==> src/rtl/psh_pkg.sv <==
`default_nettype none
// ----------------------------------------------------------------------------
// psh_pkg
// Shared scan codes, event kinds and result types of the hotkey decoder.
// ----------------------------------------------------------------------------
package psh_pkg;

    localparam logic [7:0]  PFX_EXT   = 8'hE0;
    localparam logic [7:0]  PFX_BRK   = 8'hF0;

    localparam logic [15:0] KEY_LALT  = 16'h0011;
    localparam logic [15:0] KEY_RALT  = 16'hE011;
    localparam logic [15:0] KEY_LEFT  = 16'hE06B;
    localparam logic [15:0] KEY_RIGHT = 16'hE074;
    localparam logic [15:0] KEY_F1    = 16'h0005;
    localparam logic [15:0] KEY_F2    = 16'h0006;
    localparam logic [15:0] KEY_F3    = 16'h0004;
    localparam logic [15:0] KEY_F4    = 16'h000C;
    localparam logic [15:0] KEY_F5    = 16'h0003;
    localparam logic [15:0] KEY_F6    = 16'h000B;

    typedef logic [2:0] kind_t;

    localparam kind_t KIND_PRESS   = 3'd0;
    localparam kind_t KIND_RELEASE = 3'd1;
    localparam kind_t KIND_SWITCH  = 3'd2;
    localparam kind_t KIND_PREV    = 3'd3;
    localparam kind_t KIND_NEXT    = 3'd4;

    typedef struct packed {
        kind_t       kind;
        logic [15:0] code;
        logic [2:0]  con;
    } result_t;

    // count holds the number of valid entries (1 to 3), emitted res[0] first
    typedef struct packed {
        logic [1:0]    count;
        result_t [2:0] res;
    } burst_t;

endpackage
`default_nettype wire

==> src/rtl/psh_decode.sv <==
`default_nettype none
// ----------------------------------------------------------------------------
// psh_decode
// Prefix and Alt tracking; turns one byte into a burst of up to three results.
// ----------------------------------------------------------------------------
module psh_decode (
    input  wire logic          aclk,
    input  wire logic          aresetn,
    input  wire logic [7:0]    data_byte,
    input  wire logic          fire,
    output logic               prefix,
    output psh_pkg::burst_t    burst
);
    import psh_pkg::*;

    logic        break_reg, break_next;
    logic        ext_reg, ext_next;
    logic        lalt_reg, lalt_next;
    logic        ralt_reg, ralt_next;
    logic [15:0] code;
    kind_t       hk_kind;
    logic [2:0]  hk_con;
    logic        hk_hit;
    logic        lalt_now, ralt_now;

    assign prefix = (data_byte == PFX_EXT) || (data_byte == PFX_BRK);
    assign code   = {(ext_reg ? PFX_EXT : 8'h00), data_byte};

    always_comb begin
        hk_kind = KIND_PRESS;
        hk_con  = 3'd0;
        hk_hit  = 1'b1;
        unique case (code)
            KEY_F1:    begin hk_kind = KIND_SWITCH; hk_con = 3'd0; end
            KEY_F2:    begin hk_kind = KIND_SWITCH; hk_con = 3'd1; end
            KEY_F3:    begin hk_kind = KIND_SWITCH; hk_con = 3'd2; end
            KEY_F4:    begin hk_kind = KIND_SWITCH; hk_con = 3'd3; end
            KEY_F5:    begin hk_kind = KIND_SWITCH; hk_con = 3'd4; end
            KEY_F6:    begin hk_kind = KIND_SWITCH; hk_con = 3'd5; end
            KEY_LEFT:  hk_kind = KIND_PREV;
            KEY_RIGHT: hk_kind = KIND_NEXT;
            default:   hk_hit = 1'b0;
        endcase
    end

    always_comb begin
        lalt_now = lalt_reg;
        ralt_now = ralt_reg;
        if (code == KEY_LALT) begin
            lalt_now = !break_reg;
        end
        if (code == KEY_RALT) begin
            ralt_now = !break_reg;
        end
    end

    always_comb begin
        burst = '0;
        burst.count = 2'd1;
        if (break_reg) begin
            burst.res[0] = '{kind: KIND_RELEASE, code: code, con: 3'd0};
        end else if (hk_hit && (lalt_now || ralt_now)) begin
            burst.res[0] = '{kind: hk_kind, code: 16'h0000, con: hk_con};
            burst.res[1] = '{kind: KIND_PRESS, code: (lalt_now ? KEY_LALT : KEY_RALT),
                             con: 3'd0};
            burst.res[2] = '{kind: KIND_PRESS, code: KEY_RALT, con: 3'd0};
            burst.count  = 2'd1 + {1'b0, lalt_now} + {1'b0, ralt_now};
        end else begin
            burst.res[0] = '{kind: KIND_PRESS, code: code, con: 3'd0};
        end
    end

    always_comb begin
        break_next = break_reg;
        ext_next   = ext_reg;
        lalt_next  = lalt_reg;
        ralt_next  = ralt_reg;
        if (fire) begin
            if (data_byte == PFX_EXT) begin
                ext_next = 1'b1;
            end else if (data_byte == PFX_BRK) begin
                break_next = 1'b1;
            end else begin
                break_next = 1'b0;
                ext_next   = 1'b0;
                lalt_next  = lalt_now;
                ralt_next  = ralt_now;
            end
        end
    end

    always_ff @(posedge aclk) begin
        if (!aresetn) begin
            break_reg <= 1'b0;
            ext_reg   <= 1'b0;
            lalt_reg  <= 1'b0;
            ralt_reg  <= 1'b0;
        end else begin
            break_reg <= break_next;
            ext_reg   <= ext_next;
            lalt_reg  <= lalt_next;
            ralt_reg  <= ralt_next;
        end
    end

endmodule
`default_nettype wire

==> src/rtl/psh_emit.sv <==
`default_nettype none
// ----------------------------------------------------------------------------
// psh_emit
// Burst and output registers; one result per cycle while m_ready is high.
// ----------------------------------------------------------------------------
module psh_emit (
    input  wire logic          aclk,
    input  wire logic          aresetn,
    input  wire psh_pkg::burst_t burst_in,
    input  wire logic          load,
    output logic               take,
    output logic               m_valid,
    input  wire logic          m_ready,
    output logic [2:0]         m_event_kind,
    output logic [15:0]        m_key_code,
    output logic [2:0]         m_console_number,
    output logic               m_last
);
    import psh_pkg::*;

    burst_t      burst_reg;
    logic        burst_valid_reg;
    logic [1:0]  idx_reg;
    logic        m_valid_reg;
    result_t     m_res_reg;
    logic        m_last_reg;
    logic        out_free;
    logic        idx_last;
    result_t     cur;

    assign out_free = !m_valid_reg || m_ready;
    assign idx_last = (idx_reg == (burst_reg.count - 2'd1));
    assign take     = !burst_valid_reg || (out_free && idx_last);

    always_comb begin
        unique case (idx_reg)
            2'd0:    cur = burst_reg.res[0];
            2'd1:    cur = burst_reg.res[1];
            2'd2:    cur = burst_reg.res[2];
            default: cur = burst_reg.res[0];
        endcase
    end

    always_ff @(posedge aclk) begin
        if (!aresetn) begin
            burst_valid_reg <= 1'b0;
            idx_reg         <= 2'd0;
            m_valid_reg     <= 1'b0;
        end else begin
            if (out_free) begin
                m_valid_reg <= burst_valid_reg;
            end
            if (load) begin
                burst_valid_reg <= 1'b1;
                idx_reg         <= 2'd0;
            end else if (out_free && burst_valid_reg) begin
                if (idx_last) begin
                    burst_valid_reg <= 1'b0;
                    idx_reg         <= 2'd0;
                end else begin
                    idx_reg <= idx_reg + 2'd1;
                end
            end
        end
    end

    always_ff @(posedge aclk) begin
        if (load) begin
            burst_reg <= burst_in;
        end
        if (out_free && burst_valid_reg) begin
            m_res_reg  <= cur;
            m_last_reg <= idx_last;
        end
    end

    assign m_valid          = m_valid_reg;
    assign m_event_kind     = m_res_reg.kind;
    assign m_key_code       = m_res_reg.code;
    assign m_console_number = m_res_reg.con;
    assign m_last           = m_last_reg;

endmodule
`default_nettype wire

==> src/rtl/ps2_scancode_hotkey_decoder_top.sv <==
`default_nettype none
// ----------------------------------------------------------------------------
// ps2_scancode_hotkey_decoder_top
// PS/2 scan code set 2 decoder with Alt console hotkeys.
//
// The s_ channel takes one raw keyboard byte per transaction (s_data_byte).
// Prefix bytes 0xE0 and 0xF0 produce no result; every other byte produces
// one to three results on the m_ channel, m_last marking the final one.
// Hotkeys (F1..F6, Left, Right while an Alt key is held) produce the hotkey
// event followed by press events for each held Alt key, left first.
//
// The first result of a byte passes through the input register, the burst
// register and the output register. The output register sends one result
// per cycle while m_ready is high; a prefix byte is consumed without a
// result. Input and output stages are decoupled, so the next byte is taken
// while earlier results are still being sent.
// Reset clears the prefix flags, the Alt state and all valid flags.
// When m_ready is low, the output holds and the stages behind it fill up
// before s_ready drops.
// ----------------------------------------------------------------------------
module ps2_scancode_hotkey_decoder_top (
    input  wire logic        aclk,
    input  wire logic        aresetn,
    input  wire logic        s_valid,
    output logic             s_ready,
    input  wire logic [7:0]  s_data_byte,
    output logic             m_valid,
    input  wire logic        m_ready,
    output logic [2:0]       m_event_kind,
    output logic [15:0]      m_key_code,
    output logic [2:0]       m_console_number,
    output logic             m_last
);
    import psh_pkg::*;

    logic        in_valid_reg;
    logic [7:0]  in_byte_reg;
    logic        prefix;
    logic        take;
    logic        consume;
    logic        load;
    burst_t      burst;

    assign consume = in_valid_reg && (prefix || take);
    assign load    = in_valid_reg && !prefix && take;
    assign s_ready = !in_valid_reg || consume;

    always_ff @(posedge aclk) begin
        if (!aresetn) begin
            in_valid_reg <= 1'b0;
        end else if (s_valid && s_ready) begin
            in_valid_reg <= 1'b1;
        end else if (consume) begin
            in_valid_reg <= 1'b0;
        end
    end

    always_ff @(posedge aclk) begin
        if (s_valid && s_ready) begin
            in_byte_reg <= s_data_byte;
        end
    end

    psh_decode u_decode (
        .aclk      (aclk),
        .aresetn   (aresetn),
        .data_byte (in_byte_reg),
        .fire      (consume),
        .prefix    (prefix),
        .burst     (burst)
    );

    psh_emit u_emit (
        .aclk             (aclk),
        .aresetn          (aresetn),
        .burst_in         (burst),
        .load             (load),
        .take             (take),
        .m_valid          (m_valid),
        .m_ready          (m_ready),
        .m_event_kind     (m_event_kind),
        .m_key_code       (m_key_code),
        .m_console_number (m_console_number),
        .m_last           (m_last)
    );

endmodule
`default_nettype wire

==> config.mk <==
export PLATFORM = sky130hd
export DESIGN_NAME = ps2_scancode_hotkey_decoder_top
export DESIGN_NICKNAME = d
export VERILOG_FILES = /design/src/rtl/psh_pkg.sv /design/src/rtl/psh_decode.sv /design/src/rtl/psh_emit.sv /design/src/rtl/ps2_scancode_hotkey_decoder_top.sv
export SDC_FILE = /design/constraint.sdc
export NUM_CORES = 1
export LEC_CHECK = 0
export ABC_AREA = 1
export BUFFER_PORTS_ARGS = -buffer_cell sky130_fd_sc_hd__buf_2
export CORE_ASPECT_RATIO = 0.6
export CORE_UTILIZATION = 45
export CTS_BUF_LIST = sky130_fd_sc_hd__clkbuf_8
export CTS_CLUSTER_DIAMETER = 120
export DETAILED_ROUTE_END_ITERATION = 10
export PLACE_DENSITY = 0.67
export SLEW_MARGIN = 20
export SYNTH_ARGS = -nofsm -noshare
export SYNTH_HDL_FRONTEND = slang
export SYNTH_HIERARCHICAL = 1
export SYNTH_SLANG_ARGS = --single-unit
==> constraint.sdc <==
create_clock -name aclk -period 12.55 [get_ports aclk]
set_input_delay 1.8825 -clock aclk [delete_from_list [all_inputs] [get_ports aclk]]
set_output_delay 1.8825 -clock aclk [all_outputs]
set_load 0.02 [all_outputs]
### Word level (Yosys, flattened, before mapping)

Cells that the tools add are included.

| word-level totals | value |
|---|---|
| register bits after elaboration | 108 |
| logic and storage cells | 97 |
| bits of input ports | 12 |

| cells by class | value |
|---|---|
| muxes and demuxes | 20 |
| add/sub/neg operators | 4 |
| bitwise gates (word level) | 4 |
| reduce and logical (&&, ||, !) cells | 29 |
| equal/unequal tests | 16 |

Operators with widths:

| operator | count |
|---|---|
| $eq 16x16->1 const B | 3 |
| $eq 16x3->1 const B | 3 |
| $pmux 22 s2 | 1 |
| $mux 41 | 1 |
| $eq 16x4->1 const B | 2 |
| $mux 20 | 1 |
| $mux 19 | 1 |
| $eq 16x2->1 const B | 1 |
| $eq 16x5->1 const B | 1 |
| $eq 8x8->1 const B | 2 |
| $mux 16 | 1 |
| $pmux 3 s5 | 1 |
| $mux 1 | 11 |
| $pmux 3 s3 | 1 |
| $mux 8 | 1 |
| $reduce_or 8->1 | 1 |
| $logic_and 1x1->1 | 7 |
| $logic_or 1x1->1 | 6 |
| $reduce_and 2->1 | 3 |
| $reduce_bool 2->1 | 3 |
| $reduce_or 6->1 | 1 |
| $logic_not 1->1 | 5 |
| $not 1->1 | 4 |
| $reduce_or 2->1 | 2 |
| 10 further kinds | 10 |

### Depth between registers and ports, before layout

Gate-level depths: netlist (run 1).

| logic depth | value |
|---|---|
| word-level depth | 9 |
| gate-level depth with buffers | 14 |
| mapped depth without buffers | 13 |

### Hierarchy

The synthesis (run 1) kept the hierarchy.

By module, submodules not included:

| module | cells each | instances | area an instance (um2) |
|---|---|---|---|
| psh_emit | 224 | 1 | 3428.3 |
| psh_decode | 161 | 1 | 955.9 |
| ps2_scancode_hotkey_decoder_top | 18 | 1 | 309.0 |

### Worst setup path before layout (run 1)

No wires, ideal clock.

| timing path | value |
|---|---|
| path type | input to register |
| from | input port m_ready |
| to | register u_emit.idx_reg[1] |
| path buffers | 0 |
| path slack | 4.659 ns |
| arrival | 7.764 ns |
| cell stages on the path | 7 |
| data required time | 12.424 ns |
| cell sequence | inv_1 -> nand2_1 -> nand3_2 -> nand2_2 -> nor3b_1 -> nor2_1 -> a21boi_2 |

| on the way | value |
|---|---|
| word-level cells in the longest chain between the ends | 5 |
| elaborated cells between the ends (all ways) | 6 |
| classes of those cells | reduce/logical (6) |

RTL lines:

| what | line | RTL |
|---|---|---|
| start, declared | ps2_scancode_hotkey_decoder_top.sv:28 | `input wire logic m_ready,` |
| $logic_or 1x1->1 | psh_emit.sv:31 | `assign out_free = !m_valid_reg \|\| m_ready;` |
| $logic_and 1x1->1 | psh_emit.sv:33 | `assign take = !burst_valid_reg \|\| (out_free && idx_last);` |
| $logic_or 1x1->1 | psh_emit.sv:33 |  |
| named net take | ps2_scancode_hotkey_decoder_top.sv:39 | `logic take;` |
| $logic_and 1x1->1 | ps2_scancode_hotkey_decoder_top.sv:45 | `assign load = in_valid_reg && !prefix && take;` |
| named net load | ps2_scancode_hotkey_decoder_top.sv:41 | `logic load;` |
| $reduce_or 2->1 (no source line) | -- |  |
| end signal, assigned | psh_emit.sv:61 | `idx_reg <= idx_reg + 2'd1;` |
| end, declared | psh_emit.sv:23 | `logic [1:0] idx_reg;` |

The timed path passes the listed nets, and every way through them passes these cells.
A chain may end at the register's enable or synchronous reset.

### Worst setup path after layout (run 1)

| timing path | value |
|---|---|
| from | input port m_ready |
| to | output port s_ready |

| on the way | value |
|---|---|
| word-level cells in the longest chain between the ends | 6 |

RTL lines:

| what | line | RTL |
|---|---|---|
| $logic_or 1x1->1 | psh_emit.sv:31 |  |
| $logic_and 1x1->1 | psh_emit.sv:33 |  |
| $logic_or 1x1->1 | psh_emit.sv:33 |  |
| named net take | ps2_scancode_hotkey_decoder_top.sv:39 |  |
| $logic_or 1x1->1 | ps2_scancode_hotkey_decoder_top.sv:44 | `assign consume = in_valid_reg && (prefix \|\| take);` |
| $logic_and 1x1->1 | ps2_scancode_hotkey_decoder_top.sv:44 |  |
| $logic_or 1x1->1 | ps2_scancode_hotkey_decoder_top.sv:46 | `assign s_ready = !in_valid_reg \|\| consume;` |
| end, declared | ps2_scancode_hotkey_decoder_top.sv:25 | `output logic s_ready,` |

The timed path passes the listed nets, and every way through them passes these cells.

==> results.md, run 1 <==
* Final setup vio count at 0
* TritonCTS clock tree: yes
* Pin count of the biggest net entering global routing at 71
* Fin nets at 444
* Clock latency on the worst-skew pair at 370 ps
* First-pass GRT wire length at 11,100 um
* Max-slew violations at 0
* Layout cells sized above 1 at 19.1%
* Initial antenna violation count at 0
* First-pass iteration count of the detailed router at 5
* Fmax at 0.218 GHz
* Reg-to-reg endpoint: u_emit/burst_reg[66]
* Largest register FFs at 68
* Hold Vio Cnt, Final at 0
* CP arrival at 2710 ps
* Bufs and invs on worst path at 3
* P&R area growth vs syn at 5.89%
* CP max stage delay at 160 ps
* # rows at 28
* CTS Root Cell: clkbuf_8
* Antenna viol nets, final at 0
* Core area at 9980 um2
* Worst clock skew at 11.0 ps
* GR Overflow Total at 0
* Synthesized area at 4690 um2
* Number of synthesized flops with an enable pin at 99
* H-Tree Level Count at 3
* Ys async rst share at 0%
* Setup_tns at 0 ps
* Synthesized flop and latch total at 108
* PostCTS Resize Cnt at 0
* Via-per-instance ratio at 4.44
* Remaining DRCs at 0
* RSZ-0062 raised after global routing: false
* Cells along the critical path: buf_2, inv_1, nand2_1, nand3_2, nand2_2, nor2_2, nand2_2, buf_2
* Die span in y at 81.1 um
* Min Clock Period, post-route at 4600 ps
* Setup Buffers After CTS at 0
* Hold_sp: in_valid_reg
* TritonCTS buffer count at 9
* R2R depth at 12
* Mean routed wirelength per cell at 12.3 um
* Post-Syn Instances at 403
* Hold depth at 2
* Crit share post-route at 36.6%
* Hold EP: in_valid_reg
* Leakage dissipation at 1.92 nW
* Via count at 2,527
* CP Capture Type: primary output
* 1st-iter DRT viols at 298
* Cell variety after synth at 27
* Die ar. at 10,900 um2
* Post-DP Area at 4770 um2
* Port bufs at 36
* Clock buffer depth at 2
* Sink Count at 108
* Required time worst endpoint at 10,670 ps
* Initial Util at 47.0%
* Status: finished, final reports clean
* Post-route design area at 4970 um2
* Inserted Diodes at 0
* Reg2reg start: in_byte_reg[0]
* HP Class: register to register
* Vias in the first global route at 2,309
* Syn avg cell area at 11.6 um2
* Clock transition at path regs at 80 ps
* GPL Wtd Cong at 0.836
* Synth area leader: edfxtp_1
* CP Max Fanout at 3
* Seq/Total Area, Yosys at 67.2%
* Crit Path Class: input port to primary output
* Post-DP HPWL at 4540 um
* Top_reg_cell synth: edfxtp_1
* Slew @ Worst Pin at 966 ps
* Max Cap Viol at 0
* Total track usage at 13.9%
* Slew headroom at 35.6%
* Post-CTS Hold Fix Bufs at 0
* Slowest CP cell: nor2_2
* Horiz. Die Dim at 134 um
* Max IR drop VDD at 56.6 uV
* Share of the synthesized area in the top cell type at 63.3%
* Cell family with most CP delay: simple AND/OR/NAND/NOR gates
* I/O Pins at 37
* CP Launch Type: input port
* PwrDens at 135 nW/um2
* Final WL at 7000 um
* R2R Setup Slk at 10,080 ps
* Hold WS at 500 ps
* Yosys warns at 6
* Top cells by area, synth: edfxtp_1, buf_4, a21oi_1
routing by layer:
layer | vias up | part of all wire (%) | global-route usage, %
met2 | 62 | 43 | 20.9
met4 | 0 | 1.0 | 5.45
met3 | 5 | 6.3 | 4.31
met1 | 1146 | 49 | 19.0
met5 | - | 0 | 0
li1 | 1314 | - | -
power breakdown:
group | switching, W | leakage, nW | internal [W]
logic | 0.0000310 | 0.816 | 0.0000123
registers | 0.00000661 | 1.00 | 0.000413
clock network | 0.000111 | 0.102 | 0.0000978
cells by family after synthesis:
logic type | synth area share (%)
AND/OR/NAND/NOR | 13.0
buffers and inverters | 12.2
adder cells (fa/ha/maj) | 0.800
other | 0.0799
flip-flops | 67.2
AO/OA/AOI/OAI | 6.75
how the worst max path moves through the flow:
stage / startpoint / end / cells past startpoint
CTS: m_ready / s_ready / 8
global placement: m_ready / s_ready / 8
floorplan: m_ready / u_emit/idx_reg[1] / 7
global route: m_ready / s_ready / 8
detailed placement: m_ready / s_ready / 8
finish: m_ready / s_ready / 8
synth_stat cells, types with 3 or more instances:
| library cell | instances |
|---|---|
| o21ai_0 | 6 |
| nor2_2 | 8 |
| inv_1 | 33 |
| nor2_1 | 47 |
| ha_1 | 3 |
| dfxtp_1 | 9 |
| nand2_1 | 54 |
| nand2_2 | 5 |
| a21oi_1 | 48 |
| inv_2 | 6 |
| nand3_1 | 5 |
| buf_4 | 49 |
| nand4_1 | 4 |
| a21oi_2 | 3 |
| buf_2 | 9 |
| edfxtp_1 | 99 |
| nand3_2 | 5 |
layout make-up:
| cell class | count | area (um2) |
|---|---|---|
| clock buffers | 10 | 138 |
| clock inverters | 6 | 62.6 |
| fillers | 869 | 5010 |
| inverters | 39 | 146 |
| multi-input cells | 234 | 1110 |
| flip-flops and latches | 108 | 3150 |
| well taps | 135 | 169 |
| repair buffers | 37 | 188 |
stage by stage:
| stage | total power [W] | worst slack [ps] | std cells | util [%] |
|---|---|---|---|---|
| finish | 0.000671 | 7950 | 569 | 49.8 |
| global route | 0.000699 | 7860 | 569 | 49.8 |
| CTS | 0.000679 | 7960 | 569 | 49.8 |
| detailed placement | 0.000471 | 7960 | 553 | 47.8 |
| global placement | 0.000470 | 7970 | 553 | 47.8 |
| floorplan | 0.000469 | 4660 | 441 | - |
worst reg2reg max path: stages (launching register included):
cell,delay [ps]
edfxtp_1,510
inv_1,120
nor2_1,100
nand4_1,170
nor2_1,160
nand2_1,60
o21ai_0,110
inv_1,80
ha_1,200
inv_1,120
nand2_1,90
nor2_1,410
nand2_1,90
cell usage in the layout, fill, tap and decap left out, types with 8 or more instances in the layout:
cell,n
a21oi_1,48
buf_2,36
clkbuf_8,10
conb_1,39
dfxtp_1,9
edfxtp_1,99
inv_1,34
nand2_1,54
nor2_1,47
nor2_2,8
Power figures use the tool's default switching activity.
==> inputs of run 2 (changes only) <==
PLACE_DENSITY = 0.69   (was 0.67)
clock period = 3.7 ns   (was 12.55 ns; I/O delays follow)
==> run 2 against run 1 <==
Setup slack worse by 6800 ps. Sequential power increased to 3.4 times the previous value. Clock-buffer cell count did not move. Hold slack lost 140 ps. Sequential cell count stayed put. Power increased to 3.5 times the previous value. Critical path type is now register to register. Combinational power grew to 3.5 times the previous value. Routed wire length grew 5.1%. Largest power group unchanged. Die area unchanged. Final cell count increased by 0.18%.
==> results.md, run 2 (synthesis results as in run 1) <==
* TritonCTS buffer count at 9
* 1st-iter DRT viols at 198
* First-pass GRT wire length at 12,000 um
* Final setup vio count at 0
* CP arrival at 2630 ps
* Post-CTS Hold Fix Bufs at 0
* Sink Count at 108
* Required time worst endpoint at 3810 ps
* Crit share post-route at 68.2%
* Initial antenna violation count at 0
* CP Capture Type: register
* Clock transition at path regs at 100 ps
* Hold EP: in_byte_reg[0]
* P&R area growth vs syn at 6.69%
* Clock buffer depth at 2
* Core area at 9980 um2
* Most frequent cells in the layout: edfxtp_1, nand2_1, a21oi_1
* Antenna viol nets, final at 0
* Die span in y at 81.1 um
* H-Tree Level Count at 3
* Layout cells sized above 1 at 19.5%
* Pin count of the biggest net entering global routing at 71
* First-pass iteration count of the detailed router at 5
* Port bufs at 36
* CP Max Fanout at 8
* Clock latency on the worst-skew pair at 370 ps
* Vias in the first global route at 2,495
* Setup Buffers After CTS at 0
* Via-per-instance ratio at 4.56
* I/O Pins at 37
* Worst clock skew at 6.60 ps
* Total chip power at 0.00235 W
* Slowest CP cell: edfxtp_1
* Leakage dissipation at 1.94 nW
* Slew headroom at 38.7%
* Mean routed wirelength per cell at 12.9 um
* Max IR drop VDD at 289 uV
* PostCTS Resize Cnt at 0
* Hold_sp: s_data_byte[0]
* Cells along the critical path: inv_1, nor2_1, nand4_1, nor2_1, nand2_1, o21ai_0, inv_1, ha_1, inv_1, nand2_1, nor2_1, nand2_1
* GR Overflow Total at 0
* Via count at 2,600
* Fmax at 0.397 GHz
* Hold WS at 362 ps
* TritonCTS clock tree: yes
* Hold Vio Cnt, Final at 0
* Status: finished, final reports clean
* Fin nets at 445
* RSZ-0062 raised after global routing: false
* CTS Root Cell: clkbuf_8
* Slew @ Worst Pin at 920 ps
* Initial Util at 47.0%
* Max Cap Viol at 0
* # rows at 28
* Reg2reg start: in_byte_reg[0]
* HP Class: input port to register
* Max-slew violations at 0
* CP max stage delay at 510 ps
* Crit Path Class: register to register
* Min Clock Period, post-route at 2520 ps
* Horiz. Die Dim at 134 um
* Setup_tns at 0 ps
* Final WL at 7360 um
* CP Launch Type: register
* Largest register FFs at 68
* GPL Wtd Cong at 0.853
* PwrDens at 470 nW/um2
* Final core utilization at 50.2%
* Inserted Diodes at 0
* R2R Setup Slk at 1180 ps
* Filler instances at 900
* R2R depth at 12
* Die ar. at 10,900 um2
* Total track usage at 14.9%
* Most common cell after layout, fill and taps aside: edfxtp_1
* Hold depth at 1
* Remaining DRCs at 0
* Reg-to-reg endpoint: u_emit/burst_reg[66]
* Post-DP HPWL at 4740 um
run 2: how the worst max path moves through the flow:
stage	startpoint	cells past startpoint	endpoint
after floorplan	m_ready	7	u_emit/idx_reg[1]
after global routing	in_byte_reg[0]	12	u_emit/burst_reg[66]
final	in_byte_reg[0]	12	u_emit/burst_reg[66]
after global placement	m_ready	9	u_emit/idx_reg[1]
after detailed placement	in_byte_reg[0]	12	u_emit/burst_reg[66]
after CTS	in_byte_reg[0]	8	s_ready
run 2: routing by layer:
layer	up-vias	global-route usage (%)	share of wire, %
li1	1318	-	-
met1	1198	20.4	48
met2	75	22.2	44
met3	9	4.68	6.9
met4	0	6.14	1.4
met5	-	0	0
run 2: report_power, final:
| group | leakage (nW) | total [W] | switching, W | internal, W |
|---|---|---|---|---|
| logic | 0.821 | 0.000150 | 0.000108 | 0.0000422 |
| clock network | 0.118 | 0.000781 | 0.000380 | 0.000401 |
| registers | 1.00 | 0.00142 | 0.0000229 | 0.00140 |
| total | 1.94 | 0.00235 | 0.000510 | 0.00184 |
run 2: cell type report:
| type | instances | area, um2 | share of cell area, % |
|---|---|---|---|
| clock buffer | 10 | 138 | 2.75 |
| clock inverter | 6 | 86.3 | 1.72 |
| inverter | 39 | 146 | 2.92 |
| multi-input combinational | 234 | 1120 | 22.4 |
| sequential | 108 | 3150 | 63.0 |
| tap | 135 | 169 | 3.37 |
| timing repair buffer | 38 | 195 | 3.90 |
run 2: through the flow:
stage / cells / worst slack (ps) / area, um2
floorplan: 441 / 570 / 4850
global placement: 554 / 1400 / 4780
detailed placement: 554 / 1220 / 4780
CTS: 570 / 1180 / 5010
global route: 570 / 887 / 5010
finish: 570 / 1180 / 5010
run 2: worst max-delay path: cells and delay by family (launching register included):
kind | cells | cell delay, ps
buffers and inverters | 3 | 350
flip-flops | 1 | 510
AO/OA/AOI/OAI | 1 | 110
adder cells (fa/ha/maj) | 1 | 180
AND/OR/NAND/NOR | 7 | 1120
